`config.mk`:
```
export PLATFORM = sky130hd
export DESIGN_NAME = antialiased_disc_pixel_shader_core_flat
export DESIGN_NICKNAME = d
export VERILOG_FILES = /design/src/adps_pkg.sv /design/src/adps_if.sv /design/src/antialiased_disc_pixel_shader_core.sv /design/src/adps_front.sv /design/src/adps_queue.sv /design/src/adps_back.sv /design/src/flat_wrapper.sv
export VERILOG_INCLUDE_DIRS = /design/src /design/src/src
export SDC_FILE = /design/constraint.sdc
export NUM_CORES = 2
export LEC_CHECK = 0
export ABC_AREA = 1
export BUFFER_PORTS_ARGS = -buffer_cell sky130_fd_sc_hd__buf_4
export CAP_MARGIN = 20
export CORE_UTILIZATION = 50
export CTS_CLUSTER_SIZE = 30
export DETAILED_ROUTE_END_ITERATION = 8
export GPL_ROUTABILITY_DRIVEN = 0
export PLACE_DENSITY = 0.73
export SLEW_MARGIN = 10
export SYNTH_ARGS = -nofsm -noshare
export SYNTH_HDL_FRONTEND = slang
export SYNTH_SLANG_ARGS = --single-unit
```
`constraint.sdc`:
```
create_clock -name clk -period 53.6 [get_ports clk]
set_input_delay 16.08 -clock clk [delete_from_list [all_inputs] [get_ports clk]]
set_output_delay 16.08 -clock clk [all_outputs]
set_load 0.05 [all_outputs]
```
`src/antialiased_disc_pixel_shader_core_assert.svh`:
```
// Assertion macros used by the disc shader top level.
`ifndef ANTIALIASED_DISC_PIXEL_SHADER_CORE_ASSERT_SVH
`define ANTIALIASED_DISC_PIXEL_SHADER_CORE_ASSERT_SVH

// Check that cons holds whenever ante holds.
`define ADPS_ASSERT_IMPLY(label, clk, rst_n, ante, cons) \
    label: assert property (@(posedge clk) disable iff (!rst_n) (ante) |-> (cons)) \
        else $error("implication check failed");

// Check that cond never holds.
`define ADPS_ASSERT_NEVER(label, clk, rst_n, cond) \
    label: assert property (@(posedge clk) disable iff (!rst_n) !(cond)) \
        else $error("forbidden condition seen");

`endif

```
`src/adps_pkg.sv`:
```
// Constants, types and codes of the antialiased disc pixel shader.
`default_nettype none

package adps_pkg;

    localparam int COORD_BITS     = 11;
    localparam int DIST_FRAC_BITS = 8;
    localparam int RADIUS_W       = 10;
    localparam int COLOR_W        = 8;

    localparam int CFG_IDX_W  = 3;
    localparam int CFG_DATA_W = 10;

    localparam logic [CFG_IDX_W-1:0] CFG_RADIUS = 3'd0;
    localparam logic [CFG_IDX_W-1:0] CFG_RED    = 3'd1;
    localparam logic [CFG_IDX_W-1:0] CFG_GREEN  = 3'd2;
    localparam logic [CFG_IDX_W-1:0] CFG_BLUE   = 3'd3;
    localparam logic [CFG_IDX_W-1:0] CFG_ALPHA  = 3'd4;

    localparam logic [RADIUS_W-1:0] RADIUS_RESET = 10'd16;
    localparam logic [COLOR_W-1:0]  COLOR_RESET  = 8'hff;

    localparam int H_W      = COORD_BITS + 1;
    localparam int SQR_W    = 2 * COORD_BITS + 1;
    localparam int Q_W      = 2 * COORD_BITS + 2;
    localparam int THR_W    = 2 * RADIUS_W + 3;
    localparam int CMP_W    = (Q_W > THR_W) ? Q_W : THR_W;
    localparam int BAND_Q_W = 2 * RADIUS_W + 2;

    localparam int SQ_W    = RADIUS_W + DIST_FRAC_BITS;
    localparam int SQ_IN_W = 2 * SQ_W;
    localparam int REM_W   = SQ_W + 2;

    localparam int DIFF_W          = RADIUS_W + 1 + DIST_FRAC_BITS;
    localparam int ALPHA_GAIN_SHIFT = 7;
    localparam int PROD_W          = DIFF_W + ALPHA_GAIN_SHIFT;
    localparam int SCALED_W        = PROD_W - DIST_FRAC_BITS;
    localparam logic [COLOR_W-1:0] ALPHA_MAX = 8'd254;

    localparam int QUEUE_DEPTH = 4;
    localparam int QUEUE_AW    = 2;

    typedef enum logic [1:0] {
        REGION_INTERIOR = 2'd0,
        REGION_BAND     = 2'd1,
        REGION_OUTSIDE  = 2'd2
    } region_t;

    typedef struct packed {
        region_t               region;
        logic [BAND_Q_W-1:0]   band_q;
    } queue_entry_t;

endpackage

`default_nettype wire

```
`src/adps_if.sv`:
```
// Pixel request and pixel result channel interfaces.
`default_nettype none

interface adps_in_if;
    logic                                  valid;
    logic                                  ready;
    logic signed [adps_pkg::COORD_BITS-1:0] offset_x;
    logic signed [adps_pkg::COORD_BITS-1:0] offset_y;

    modport source (output valid, output offset_x, output offset_y, input ready);
    modport sink   (input valid, input offset_x, input offset_y, output ready);
endinterface

interface adps_out_if;
    logic                          valid;
    logic                          ready;
    logic [adps_pkg::COLOR_W-1:0]  pixel_red;
    logic [adps_pkg::COLOR_W-1:0]  pixel_green;
    logic [adps_pkg::COLOR_W-1:0]  pixel_blue;
    logic [adps_pkg::COLOR_W-1:0]  pixel_alpha;
    logic [1:0]                    pixel_region;

    modport source (output valid, output pixel_red, output pixel_green, output pixel_blue,
                    output pixel_alpha, output pixel_region, input ready);
    modport sink   (input valid, input pixel_red, input pixel_green, input pixel_blue,
                    input pixel_alpha, input pixel_region, output ready);
endinterface

`default_nettype wire

```
`src/antialiased_disc_pixel_shader_core.sv`:
```
// Top level of the antialiased disc pixel shader.
//
// A pixel request on pixel_in carries offset_x and offset_y relative to the disc
// centre. Each request yields exactly one result on pixel_out: the fill colour,
// the coverage alpha and the region code (interior, edge band, outside).
// Both channels use valid/ready; a request moves when both are high.
// Registers are written over cfg_write_en / cfg_index / cfg_data; the user must
// write them only while no request is in flight (not enforced by the block).
// Indexes past the last register are ignored. Throughput is one request per cycle
// while pixel_out does not stall. A request passes two front stages, the queue, an
// input register, a square-root stage per distance bit, ramp and output registers.
// When pixel_out stalls, the back end holds and the four-entry queue absorbs the
// front end; pixel_in.ready drops once the queue is full.
// Reset clears all pipeline valids and the queue and loads radius 16 and an
// opaque white fill.
`default_nettype none
`include "antialiased_disc_pixel_shader_core_assert.svh"

module antialiased_disc_pixel_shader_core (
    input  wire logic                             clk,
    input  wire logic                             rst_n,
    adps_in_if.sink                               pixel_in,
    adps_out_if.source                            pixel_out,
    input  wire logic                             cfg_write_en,
    input  wire logic [adps_pkg::CFG_IDX_W-1:0]   cfg_index,
    input  wire logic [adps_pkg::CFG_DATA_W-1:0]  cfg_data
);

    logic [adps_pkg::RADIUS_W-1:0]  radius_reg;
    logic [adps_pkg::COLOR_W-1:0]   fill_red_reg;
    logic [adps_pkg::COLOR_W-1:0]   fill_green_reg;
    logic [adps_pkg::COLOR_W-1:0]   fill_blue_reg;
    logic [adps_pkg::COLOR_W-1:0]   fill_alpha_reg;

    logic                           push;
    adps_pkg::queue_entry_t         push_data;
    logic                           full;
    logic                           pop;
    adps_pkg::queue_entry_t         head;
    logic                           empty;

    always_ff @(posedge clk or negedge rst_n)
    begin
        if (!rst_n)
        begin
            radius_reg     <= adps_pkg::RADIUS_RESET;
            fill_red_reg   <= adps_pkg::COLOR_RESET;
            fill_green_reg <= adps_pkg::COLOR_RESET;
            fill_blue_reg  <= adps_pkg::COLOR_RESET;
            fill_alpha_reg <= adps_pkg::COLOR_RESET;
        end
        else if (cfg_write_en)
        begin
            unique case (cfg_index)
                adps_pkg::CFG_RADIUS: radius_reg     <= cfg_data[adps_pkg::RADIUS_W-1:0];
                adps_pkg::CFG_RED:    fill_red_reg   <= cfg_data[adps_pkg::COLOR_W-1:0];
                adps_pkg::CFG_GREEN:  fill_green_reg <= cfg_data[adps_pkg::COLOR_W-1:0];
                adps_pkg::CFG_BLUE:   fill_blue_reg  <= cfg_data[adps_pkg::COLOR_W-1:0];
                adps_pkg::CFG_ALPHA:  fill_alpha_reg <= cfg_data[adps_pkg::COLOR_W-1:0];
                default:              ;
            endcase
        end
    end

    adps_front u_front (
        .clk       (clk),
        .rst_n     (rst_n),
        .pixel_in  (pixel_in),
        .radius    (radius_reg),
        .push      (push),
        .push_data (push_data),
        .full      (full)
    );

    adps_queue u_queue (
        .clk       (clk),
        .rst_n     (rst_n),
        .push      (push),
        .push_data (push_data),
        .full      (full),
        .pop       (pop),
        .head      (head),
        .empty     (empty)
    );

    adps_back u_back (
        .clk        (clk),
        .rst_n      (rst_n),
        .head       (head),
        .empty      (empty),
        .pop        (pop),
        .radius     (radius_reg),
        .fill_red   (fill_red_reg),
        .fill_green (fill_green_reg),
        .fill_blue  (fill_blue_reg),
        .fill_alpha (fill_alpha_reg),
        .pixel_out  (pixel_out)
    );

    `ADPS_ASSERT_IMPLY(a_interior_alpha, clk, rst_n, pixel_out.valid && (pixel_out.pixel_region == adps_pkg::REGION_INTERIOR), pixel_out.pixel_alpha == fill_alpha_reg)
    `ADPS_ASSERT_IMPLY(a_outside_alpha, clk, rst_n, pixel_out.valid && (pixel_out.pixel_region == adps_pkg::REGION_OUTSIDE), pixel_out.pixel_alpha == '0)
    `ADPS_ASSERT_NEVER(a_band_alpha_max, clk, rst_n, pixel_out.valid && (pixel_out.pixel_region == adps_pkg::REGION_BAND) && (pixel_out.pixel_alpha > adps_pkg::ALPHA_MAX))

endmodule

`default_nettype wire

```
`src/adps_front.sv`:
```
// Front end: half-pixel offsets, squared distance and region classification.
`default_nettype none

module adps_front (
    input  wire logic                            clk,
    input  wire logic                            rst_n,
    adps_in_if.sink                              pixel_in,
    input  wire logic [adps_pkg::RADIUS_W-1:0]   radius,
    output logic                                 push,
    output adps_pkg::queue_entry_t               push_data,
    input  wire logic                            full
);

    logic                                    front_adv;
    logic                                    s1_valid_reg;
    logic                                    s2_valid_reg;
    logic signed [adps_pkg::H_W-1:0]         hx_reg;
    logic signed [adps_pkg::H_W-1:0]         hy_reg;
    logic signed [2*adps_pkg::H_W-1:0]       sqx_full;
    logic signed [2*adps_pkg::H_W-1:0]       sqy_full;
    logic [adps_pkg::SQR_W-1:0]              sqx_reg;
    logic [adps_pkg::SQR_W-1:0]              sqy_reg;

    logic [adps_pkg::RADIUS_W-1:0]           rm1;
    logic [adps_pkg::RADIUS_W:0]             rp1;
    logic [2*adps_pkg::RADIUS_W-1:0]         rm1_sq;
    logic [2*adps_pkg::RADIUS_W+1:0]         rp1_sq;
    logic [2*adps_pkg::RADIUS_W+3:0]         outer_full;
    logic [adps_pkg::THR_W-1:0]              inner_reg;
    logic [adps_pkg::THR_W-1:0]              outer_reg;
    logic                                    radius_zero_reg;

    logic [adps_pkg::Q_W-1:0]                q;
    logic [adps_pkg::CMP_W-1:0]              q_cmp;
    adps_pkg::region_t                       region;

    assign front_adv      = !s2_valid_reg || !full;
    assign pixel_in.ready = front_adv;
    assign push           = s2_valid_reg && !full;

    // Region thresholds follow the radius register.
    assign rm1        = radius - adps_pkg::RADIUS_W'(1);
    assign rp1        = {1'b0, radius} + (adps_pkg::RADIUS_W + 1)'(1);
    assign rm1_sq     = rm1 * rm1;
    assign rp1_sq     = rp1 * rp1;
    assign outer_full = {rp1_sq, 2'b00};

    always_ff @(posedge clk)
    begin
        inner_reg       <= adps_pkg::THR_W'({rm1_sq, 2'b00});
        outer_reg       <= outer_full[adps_pkg::THR_W-1:0];
        radius_zero_reg <= (radius == '0);
    end

    always_ff @(posedge clk or negedge rst_n)
    begin
        if (!rst_n)
        begin
            s1_valid_reg <= 1'b0;
            s2_valid_reg <= 1'b0;
        end
        else if (front_adv)
        begin
            s1_valid_reg <= pixel_in.valid;
            s2_valid_reg <= s1_valid_reg;
        end
    end

    assign sqx_full = hx_reg * hx_reg;
    assign sqy_full = hy_reg * hy_reg;

    // Half-pixel units: 2*offset plus one when the radius is even.
    always_ff @(posedge clk)
    begin
        if (front_adv)
        begin
            hx_reg  <= {pixel_in.offset_x, ~radius[0]};
            hy_reg  <= {pixel_in.offset_y, ~radius[0]};
            sqx_reg <= sqx_full[adps_pkg::SQR_W-1:0];
            sqy_reg <= sqy_full[adps_pkg::SQR_W-1:0];
        end
    end

    assign q     = adps_pkg::Q_W'(sqx_reg) + adps_pkg::Q_W'(sqy_reg);
    assign q_cmp = adps_pkg::CMP_W'(q);

    always_comb
    begin
        if (!radius_zero_reg && (q_cmp <= adps_pkg::CMP_W'(inner_reg)))
            region = adps_pkg::REGION_INTERIOR;
        else if (q_cmp >= adps_pkg::CMP_W'(outer_reg))
            region = adps_pkg::REGION_OUTSIDE;
        else
            region = adps_pkg::REGION_BAND;
    end

    assign push_data.region = region;
    assign push_data.band_q = q_cmp[adps_pkg::BAND_Q_W-1:0];

endmodule

`default_nettype wire

```
`src/adps_queue.sv`:
```
// Short request queue between the front end and the back end.
`default_nettype none

module adps_queue (
    input  wire logic                    clk,
    input  wire logic                    rst_n,
    input  wire logic                    push,
    input  wire adps_pkg::queue_entry_t  push_data,
    output logic                         full,
    input  wire logic                    pop,
    output adps_pkg::queue_entry_t       head,
    output logic                         empty
);

    adps_pkg::queue_entry_t          entries_reg [adps_pkg::QUEUE_DEPTH];
    logic [adps_pkg::QUEUE_AW-1:0]   wr_ptr_reg;
    logic [adps_pkg::QUEUE_AW-1:0]   rd_ptr_reg;
    logic [adps_pkg::QUEUE_AW:0]     count_reg;
    logic [adps_pkg::QUEUE_AW:0]     count_next;

    assign full  = (count_reg == (adps_pkg::QUEUE_AW + 1)'(adps_pkg::QUEUE_DEPTH));
    assign empty = (count_reg == '0);
    assign head  = entries_reg[rd_ptr_reg];

    always_comb
    begin
        count_next = count_reg;
        if (push && !pop)
            count_next = count_reg + (adps_pkg::QUEUE_AW + 1)'(1);
        else if (pop && !push)
            count_next = count_reg - (adps_pkg::QUEUE_AW + 1)'(1);
    end

    always_ff @(posedge clk or negedge rst_n)
    begin
        if (!rst_n)
        begin
            wr_ptr_reg <= '0;
            rd_ptr_reg <= '0;
            count_reg  <= '0;
        end
        else
        begin
            if (push)
                wr_ptr_reg <= wr_ptr_reg + adps_pkg::QUEUE_AW'(1);
            if (pop)
                rd_ptr_reg <= rd_ptr_reg + adps_pkg::QUEUE_AW'(1);
            count_reg <= count_next;
        end
    end

    always_ff @(posedge clk)
    begin
        if (push)
            entries_reg[wr_ptr_reg] <= push_data;
    end

endmodule

`default_nettype wire

```
`src/adps_back.sv`:
```
// Back end: pipelined square root, edge ramp and the output register.
`default_nettype none

module adps_back (
    input  wire logic                           clk,
    input  wire logic                           rst_n,
    input  wire adps_pkg::queue_entry_t         head,
    input  wire logic                           empty,
    output logic                                pop,
    input  wire logic [adps_pkg::RADIUS_W-1:0]  radius,
    input  wire logic [adps_pkg::COLOR_W-1:0]   fill_red,
    input  wire logic [adps_pkg::COLOR_W-1:0]   fill_green,
    input  wire logic [adps_pkg::COLOR_W-1:0]   fill_blue,
    input  wire logic [adps_pkg::COLOR_W-1:0]   fill_alpha,
    adps_out_if.source                          pixel_out
);

    typedef struct packed {
        adps_pkg::region_t                region;
        logic [adps_pkg::SQ_IN_W-1:0]     operand;
        logic [adps_pkg::REM_W-1:0]       rem;
        logic [adps_pkg::SQ_W-1:0]        root;
    } sqrt_stage_t;

    logic                                back_adv;
    logic [adps_pkg::SQ_W+1:0]           vld_reg;
    sqrt_stage_t                         st_reg  [adps_pkg::SQ_W+1];
    sqrt_stage_t                         st_next [adps_pkg::SQ_W+1];

    logic [adps_pkg::RADIUS_W:0]         rp1;
    logic [adps_pkg::DIFF_W:0]           diff_full;
    logic [adps_pkg::DIFF_W-1:0]         diff_next;
    logic [adps_pkg::DIFF_W-1:0]         diff_reg;
    adps_pkg::region_t                   diff_region_reg;

    logic [adps_pkg::PROD_W-1:0]         prod;
    logic [adps_pkg::SCALED_W-1:0]       band_scaled;
    logic [adps_pkg::COLOR_W-1:0]        band_alpha;
    logic [adps_pkg::COLOR_W-1:0]        alpha_next;
    logic [adps_pkg::COLOR_W-1:0]        alpha_reg;
    adps_pkg::region_t                   region_reg;
    logic                                out_valid_reg;

    assign back_adv = !out_valid_reg || pixel_out.ready;
    assign pop      = back_adv && !empty;

    always_comb
    begin
        st_next[0].region  = head.region;
        st_next[0].operand = {head.band_q, {(2*adps_pkg::DIST_FRAC_BITS-2){1'b0}}};
        st_next[0].rem     = '0;
        st_next[0].root    = '0;
    end

    // One root bit per stage, two operand bits brought down each time.
    for (genvar k = 0; k < adps_pkg::SQ_W; k++)
    begin : g_sqrt
        logic [adps_pkg::REM_W-1:0] rem_shift;
        logic [adps_pkg::REM_W-1:0] trial;

        always_comb
        begin
            rem_shift = {st_reg[k].rem[adps_pkg::REM_W-3:0],
                         st_reg[k].operand[adps_pkg::SQ_IN_W-1-2*k -: 2]};
            trial     = {st_reg[k].root, 2'b01};
            st_next[k+1] = st_reg[k];
            if (rem_shift >= trial)
            begin
                st_next[k+1].rem  = rem_shift - trial;
                st_next[k+1].root = {st_reg[k].root[adps_pkg::SQ_W-2:0], 1'b1};
            end
            else
            begin
                st_next[k+1].rem  = rem_shift;
                st_next[k+1].root = {st_reg[k].root[adps_pkg::SQ_W-2:0], 1'b0};
            end
        end
    end

    always_ff @(posedge clk)
    begin
        if (back_adv)
        begin
            for (int i = 0; i <= adps_pkg::SQ_W; i++)
                st_reg[i] <= st_next[i];
        end
    end

    // Distance from the outer edge, floored at zero.
    assign rp1       = {1'b0, radius} + (adps_pkg::RADIUS_W + 1)'(1);
    assign diff_full = {1'b0, rp1, {adps_pkg::DIST_FRAC_BITS{1'b0}}}
                     - (adps_pkg::DIFF_W + 1)'(st_reg[adps_pkg::SQ_W].root);
    assign diff_next = diff_full[adps_pkg::DIFF_W] ? '0 : diff_full[adps_pkg::DIFF_W-1:0];

    always_ff @(posedge clk)
    begin
        if (back_adv)
        begin
            diff_reg        <= diff_next;
            diff_region_reg <= st_reg[adps_pkg::SQ_W].region;
        end
    end

    // Ramp gain of 127 as a shift and subtract.
    assign prod = {diff_reg, {adps_pkg::ALPHA_GAIN_SHIFT{1'b0}}}
                - {{adps_pkg::ALPHA_GAIN_SHIFT{1'b0}}, diff_reg};
    assign band_scaled = prod[adps_pkg::PROD_W-1:adps_pkg::DIST_FRAC_BITS];
    assign band_alpha  = (band_scaled > adps_pkg::SCALED_W'(adps_pkg::ALPHA_MAX))
                       ? adps_pkg::ALPHA_MAX : band_scaled[adps_pkg::COLOR_W-1:0];

    always_comb
    begin
        case (diff_region_reg)
            adps_pkg::REGION_INTERIOR: alpha_next = fill_alpha;
            adps_pkg::REGION_BAND:     alpha_next = band_alpha;
            default:                   alpha_next = '0;
        endcase
    end

    always_ff @(posedge clk)
    begin
        if (back_adv)
        begin
            alpha_reg  <= alpha_next;
            region_reg <= diff_region_reg;
        end
    end

    always_ff @(posedge clk or negedge rst_n)
    begin
        if (!rst_n)
        begin
            vld_reg       <= '0;
            out_valid_reg <= 1'b0;
        end
        else if (back_adv)
        begin
            vld_reg       <= {vld_reg[adps_pkg::SQ_W:0], !empty};
            out_valid_reg <= vld_reg[adps_pkg::SQ_W+1];
        end
    end

    assign pixel_out.valid        = out_valid_reg;
    assign pixel_out.pixel_red    = fill_red;
    assign pixel_out.pixel_green  = fill_green;
    assign pixel_out.pixel_blue   = fill_blue;
    assign pixel_out.pixel_alpha  = alpha_reg;
    assign pixel_out.pixel_region = region_reg;

endmodule

`default_nettype wire

```
`src/flat_wrapper.sv`:
```
// flat-port wrapper written by rule: the top's interface ports become plain ports
module antialiased_disc_pixel_shader_core_flat 
  (clk, rst_n, cfg_write_en, cfg_index, cfg_data, pixel_in_valid, pixel_in_offset_x, pixel_in_offset_y, pixel_in_ready, pixel_out_valid, pixel_out_pixel_red, pixel_out_pixel_green, pixel_out_pixel_blue, pixel_out_pixel_alpha, pixel_out_pixel_region, pixel_out_ready);
  adps_in_if pixel_in_i ();
  adps_out_if pixel_out_i ();
  input  wire logic clk;
  input  wire logic rst_n;
  input  wire logic cfg_write_en;
  input  wire logic [adps_pkg::CFG_IDX_W-1:0] cfg_index;
  input  wire logic [adps_pkg::CFG_DATA_W-1:0] cfg_data;
  input wire logic [$bits(pixel_in_i.valid)-1:0] pixel_in_valid;
  input wire logic [$bits(pixel_in_i.offset_x)-1:0] pixel_in_offset_x;
  input wire logic [$bits(pixel_in_i.offset_y)-1:0] pixel_in_offset_y;
  output wire logic [$bits(pixel_in_i.ready)-1:0] pixel_in_ready;
  output wire logic [$bits(pixel_out_i.valid)-1:0] pixel_out_valid;
  output wire logic [$bits(pixel_out_i.pixel_red)-1:0] pixel_out_pixel_red;
  output wire logic [$bits(pixel_out_i.pixel_green)-1:0] pixel_out_pixel_green;
  output wire logic [$bits(pixel_out_i.pixel_blue)-1:0] pixel_out_pixel_blue;
  output wire logic [$bits(pixel_out_i.pixel_alpha)-1:0] pixel_out_pixel_alpha;
  output wire logic [$bits(pixel_out_i.pixel_region)-1:0] pixel_out_pixel_region;
  input wire logic [$bits(pixel_out_i.ready)-1:0] pixel_out_ready;
  assign pixel_in_i.valid = pixel_in_valid;
  assign pixel_in_i.offset_x = pixel_in_offset_x;
  assign pixel_in_i.offset_y = pixel_in_offset_y;
  assign pixel_in_ready = pixel_in_i.ready;
  assign pixel_out_valid = pixel_out_i.valid;
  assign pixel_out_pixel_red = pixel_out_i.pixel_red;
  assign pixel_out_pixel_green = pixel_out_i.pixel_green;
  assign pixel_out_pixel_blue = pixel_out_i.pixel_blue;
  assign pixel_out_pixel_alpha = pixel_out_i.pixel_alpha;
  assign pixel_out_pixel_region = pixel_out_i.pixel_region;
  assign pixel_out_i.ready = pixel_out_ready;
  antialiased_disc_pixel_shader_core u_core (.clk(clk), .rst_n(rst_n), .pixel_in(pixel_in_i), .pixel_out(pixel_out_i), .cfg_write_en(cfg_write_en), .cfg_index(cfg_index), .cfg_data(cfg_data));
endmodule
```
; ---- After elaboration in Yosys (flattened, before gate mapping)
; Memories as Yosys holds them, arrays and structs flattened.
; Cells that the tools add are included.
[word_totals]
ff_bits = 215
ramBits = 1540
in_bits = 40
output_inout_bits = 36
word_cells = 136
n_memories = 2
[memory_table]
columns = name, words, word_bits, read_ports, rd_ports_with_merged_regs, write_ports, line_no
row1 = u_core.u_back.st_reg, 19, 76, 19, 0, 19, adps_back.sv:27  ; sqrt_stage_t st_reg [adps_pkg::SQ_W+1];
row2 = u_core.u_queue.entries_reg, 4, 24, 1, 0, 1, adps_queue.sv:15  ; adps_pkg::queue_entry_t entries_reg [adps_pkg::QUEUE_DEPTH];
[classes]
add_sub_neg = 27
multipliers = 4
magnitude_cmp = 21
eq_ne = 6
mux = 28
bitwise = 1
n_reduce_logical = 24
[op_table]
columns = op, n
row1 = two-way mux 38 bit, 18
row2 = >= comparator 20 bit, 18
row3 = subtractor 20 bit, 18
row4 = multiplier 12 x 12 -> 23 bit, 2
row5 = subtractor 26 x 19 -> 26 bit, 1
row6 = adder 23 x 23 -> 24 bit, 1
row7 = >= comparator 24 x 23 -> 1 bit, 1
row8 = <= comparator 24 x 22 -> 1 bit, 1
row9 = multiplier 11 x 11 -> 21 bit, 1
row10 = multiplier 10 x 10 -> 20 bit, 1
row11 = subtractor 19 x 18 -> 20 bit, 1
row12 = "greater-than comparator 18 x 8 -> 1 bit, second input constant", 1
row13 = case mux 8 bit (2 select lines), 1
row14 = "adder 10 x 1 -> 11 bit, second input constant", 1
row15 = zero test 10 bit, 1
row16 = AND reduction 2 bit, 5
row17 = "subtractor 10 x 1 -> 10 bit, second input constant", 1
row18 = two-way mux 8 bit, 1
row19 = zero test 1 bit, 7
row20 = "== test 3 x 2 -> 1 bit, second input constant", 2
row21 = "== test 3 bit, second input constant", 2
row22 = zero test 3 bit, 2
row23 = two-way mux 3 bit, 2
row24 = logical AND 1 bit, 5
row25 = other kinds (11), 17

; ---- Logic depth before layout (Yosys ltp)
[logic_depth]
ltp_word = 7
ltp_mapped = 31
depth_no_buf = 30

; ---- Hierarchy
; Synthesis repeated with hierarchy kept, for this count alone.
[hier_totals]
hier_cells = 6232
area_unflattened_um2 = 61497.7
[modules_own_cells]
columns = module, n_inst, cells_each, area_each_um2, seq_area_each_um2
row1 = adps_back, 1, 3347, 34952.3, 20104.3
row2 = adps_front, 1, 2365, 20425.8, 2812.7
row3 = adps_queue, 1, 328, 4322.9, 3057.9
row4 = antialiased_disc_pixel_shader_core, 1, 192, 1796.7, 1092.3

; ---- Worst setup path after synthesis
; OpenSTA, ideal clock, no wires.
[synth_path]
path_kind = input port to flip-flop
startpoint = input pixel_out_ready
endpoint = register u_core.u_back.vld_reg[10] (netlist name)
setup_ns = 0.835
arrival_time_ns = 34.297
required_time_ns = 52.765
slack_ns = 18.469
path_stages = 4
n_path_buf = 1
path_cell_list = inv_1 -> nand2_1 -> clkbuf_1 -> a21oi_1
[synth_between]
elab_chain_cells = 1
[synth_rtl]
columns = item, line_no
row1 = from (decl), flat_wrapper.sv:21  ; input wire logic [$bits(pixel_out_i.ready)-1:0] pixel_out_ready;
row2 = logical OR 1 bit, adps_back.sv:44  ; assign back_adv = !out_valid_reg || pixel_out.ready;
row3 = named net u_core.u_back.back_adv, adps_back.sv:25  ; logic back_adv;
row4 = to (signal assigned), adps_back.sv:138  ; vld_reg <= {vld_reg[adps_pkg::SQ_W:0], !empty};
row5 = to (decl), adps_back.sv:26  ; logic [adps_pkg::SQ_W+1:0] vld_reg;
; The timed path passes the listed nets, and every way through them passes these cells.
; A chain may end at the register's enable or synchronous reset.

==> impl_metrics.yaml <==
logic_synthesis:
  synthFlopType: "edfxtp_1"
  syn_inst: 6075
  netlist_area_um2: 60000
  synth-edff-count: 798
  synth_top_area_share: 0.400
  synth_area_per_cell_um2: 9.87
  synth_area_leaders: "edfxtp_1, fa_1, ha_1"
  yosysUniqueCellTypes: 73
  ys_seq_elements: 909
  ys_seq_area_frac: 0.443
  synth_warnings: 0
  async_reset_ff_frac: 0.0792
  synth_area_leader_cell: "edfxtp_1"
detailed_routing:
  antenna_left: 0
  vias: 41000
  first_iter_violations: 2931
  routed_wl_um: 125000
  drc: 0
  routed.top_layer: "met4"
  via_per_inst: 5.21
  met1_length_um: 51800
  wl_met2_um: 60200
  dr_wl_met3_um: 6640
  firstDrtPassIters: 6
  wire_per_inst_um: 16.0
critical_path:
  arrival_ns: 20.48
  worst_path_most_repeated_cell: "buf_4"
  end_kind: "flop"
  reg2reg_slack_ns: 46.97
  crit_fanout: 82
  slowest_delay_ns: 0.91
  slowest_stage: "buf_4"
  worstPathCellList: "buf_4 > inv_1 > nand2_4 > buf_4 > buf_4 > buf_4 > buf_4"
  required_ns: 53.89
  cp-start-kind: "input pin"
  path_buf_inv: 6
  path_delay_family: "buffers and inverters"
  path_class: "input pin to flop"
sta:
  timing.fmax_mhz: 49.5
  post-route-period-util: 0.377
  final_max_slew_viol_count: 0
  worst_pin_slew_ns: 1.12
  relSlewSlack: 0.233
  fin_skew_ns: 0.0291
  grt_setup_unrepaired: "false"
  finalCriticalPeriod_ns: 20.19
  hold_viol_final: 0
  finalSetupTns_ns: 0
  final-setup-viol-count: 0
cts:
  clk_pin_slew_ns: 0.07
  cts.sinks: 909
  cts_resized: 0
  post_cts_buffers: 0
  clk_path_buf_depth: 3
  tritoncts: "built"
  insertion_delay_ns: 0.69
  h-tree-depth: 3
  ctsHoldBuffers: 0
  root_buffer: "clkbuf_16"
  cts_made_buffers: 93
grt:
  antenna_found_initial: 1
  grt_remaining_overflow: 0
  grt_pass1_wl_um: 206000
  track_usage: 0.211
  grt_pass1_vias: 41500
  grt_max_degree: 90
finish:
  drive_above_1_share: 0.0629
  num_antenna_cells: 0
  area_growth_pct: 9.21
  fillers: 9989
  largest_register_ffs: 608
  final_nets: 7044
hold_path:
  worst_hold_path_type: "flop to flop"
job:
  maxCapViolCount: 0
floorplan:
  start_util: 0.506
  dieArea_um2: 121000
  core_um2: 118000
  die_w_um: 348
  fp.dieH_um: 348
  ioPinCount: 76
  rows: 126
placed_design:
  hpwl_um: 95900
  io_buffer_count: 75
run_status:
  outcome: "completed"
==> final cells by class <==
type / instances / area, um^2 / area share
Inverter: 1131 / 4250 / 0.0649
Timing Repair Buffer: 96 / 741 / 0.0113
Clock inverter: 43 / 515 / 0.00787
Multi-Input combinational cell: 3953 / 28800 / 0.439
Clock buffer: 129 / 2620 / 0.0400
Sequential cell: 909 / 26600 / 0.406
Tap cell: 1600 / 2000 / 0.0306
==> cell usage after synthesis (all sizes together) (7+ instances only) <==
master   count
nand3b      11
o2111ai      9
nor3        76
o22ai       23
o21bai       7
dfrtp       39
fa         354
ha         466
nand2     1064
inv       1128
o211ai      10
xor2       196
a21oi      316
buf         25
xnor2      122
o21a         7
or2         39
nand4       60
a21boi      11
dfxtp       39
dfstp       33
a21o        23
edfxtp     798
a31oi       28
o21ai      369
nand3      194
a211oi       8
nor2       485
o31ai       16
clkbuf      65
nor4        22
==> metal layers <==
layer | track usage | vias up
met5 | 0 | -
met4 | 0.110 | 0
met3 | 0.0335 | 296
met2 | 0.353 | 1026
met1 | 0.264 | 19500
li1 | - | 20100
==> through the flow <==
stage           util  hold slack (ns)  setup slack (ns)  area (um^2)  instances
6_report       0.553            0.407             33.41        65500       7861
5_1_grt        0.553            0.418             33.04        65500       7861
4_1_cts        0.553            0.405             33.40        65400       7858
3_5_place_dp   0.526            0.405             32.66        62300       7686
3_3_place_gp   0.526            0.401             32.77        62300       7686
2_1_floorplan      -            0.400             18.47        60000       6083
==> final timing paths <==
path                                                   start                                to  depth (start not counted)
worst max-delay path                         pixel_out_ready      u_core.u_back.st_reg[14][22]                          7
worst min register to register  u_core.u_back.st_reg[18][74]  u_core.u_back.diff_region_reg[0]                          0
max in group asynchronous                              rst_n         u_core.u_back.vld_reg[10]                          1
min in group asynchronous                              rst_n              u_core.radius_reg[7]                          1
worst min-delay path            u_core.u_back.st_reg[18][74]  u_core.u_back.diff_region_reg[0]                          0
worst max register to register          u_core.radius_reg[0]      u_core.u_front.outer_reg[22]                         27
==> cells in the final DEF, fill, tap and decap left out, types with 55 or more instances in the layout <==
cell,instances
a21oi_1,312
buf_4,95
clkbuf_16,96
edfxtp_1,798
fa_1,354
ha_1,466
inv_1,1104
nand2_1,1051
nand3_1,187
nand4_1,60
nor2_1,462
nor3_1,65
o21ai_0,309
o21ai_1,55
xnor2_1,122
xor2_1,196
==> cells by family after synthesis <==
kind of cell    share of synthesized area
other cells                      0.000125
fa+ha+maj                           0.215
mux                              0.000376
xor+xnor                           0.0465
flops                               0.443
compound gates                     0.0776
buf+inv                            0.0778
simple gates                        0.139
Power is not shown: default switching activity piles up to over one toggle a cycle in this logic, so the estimate is an artifact.
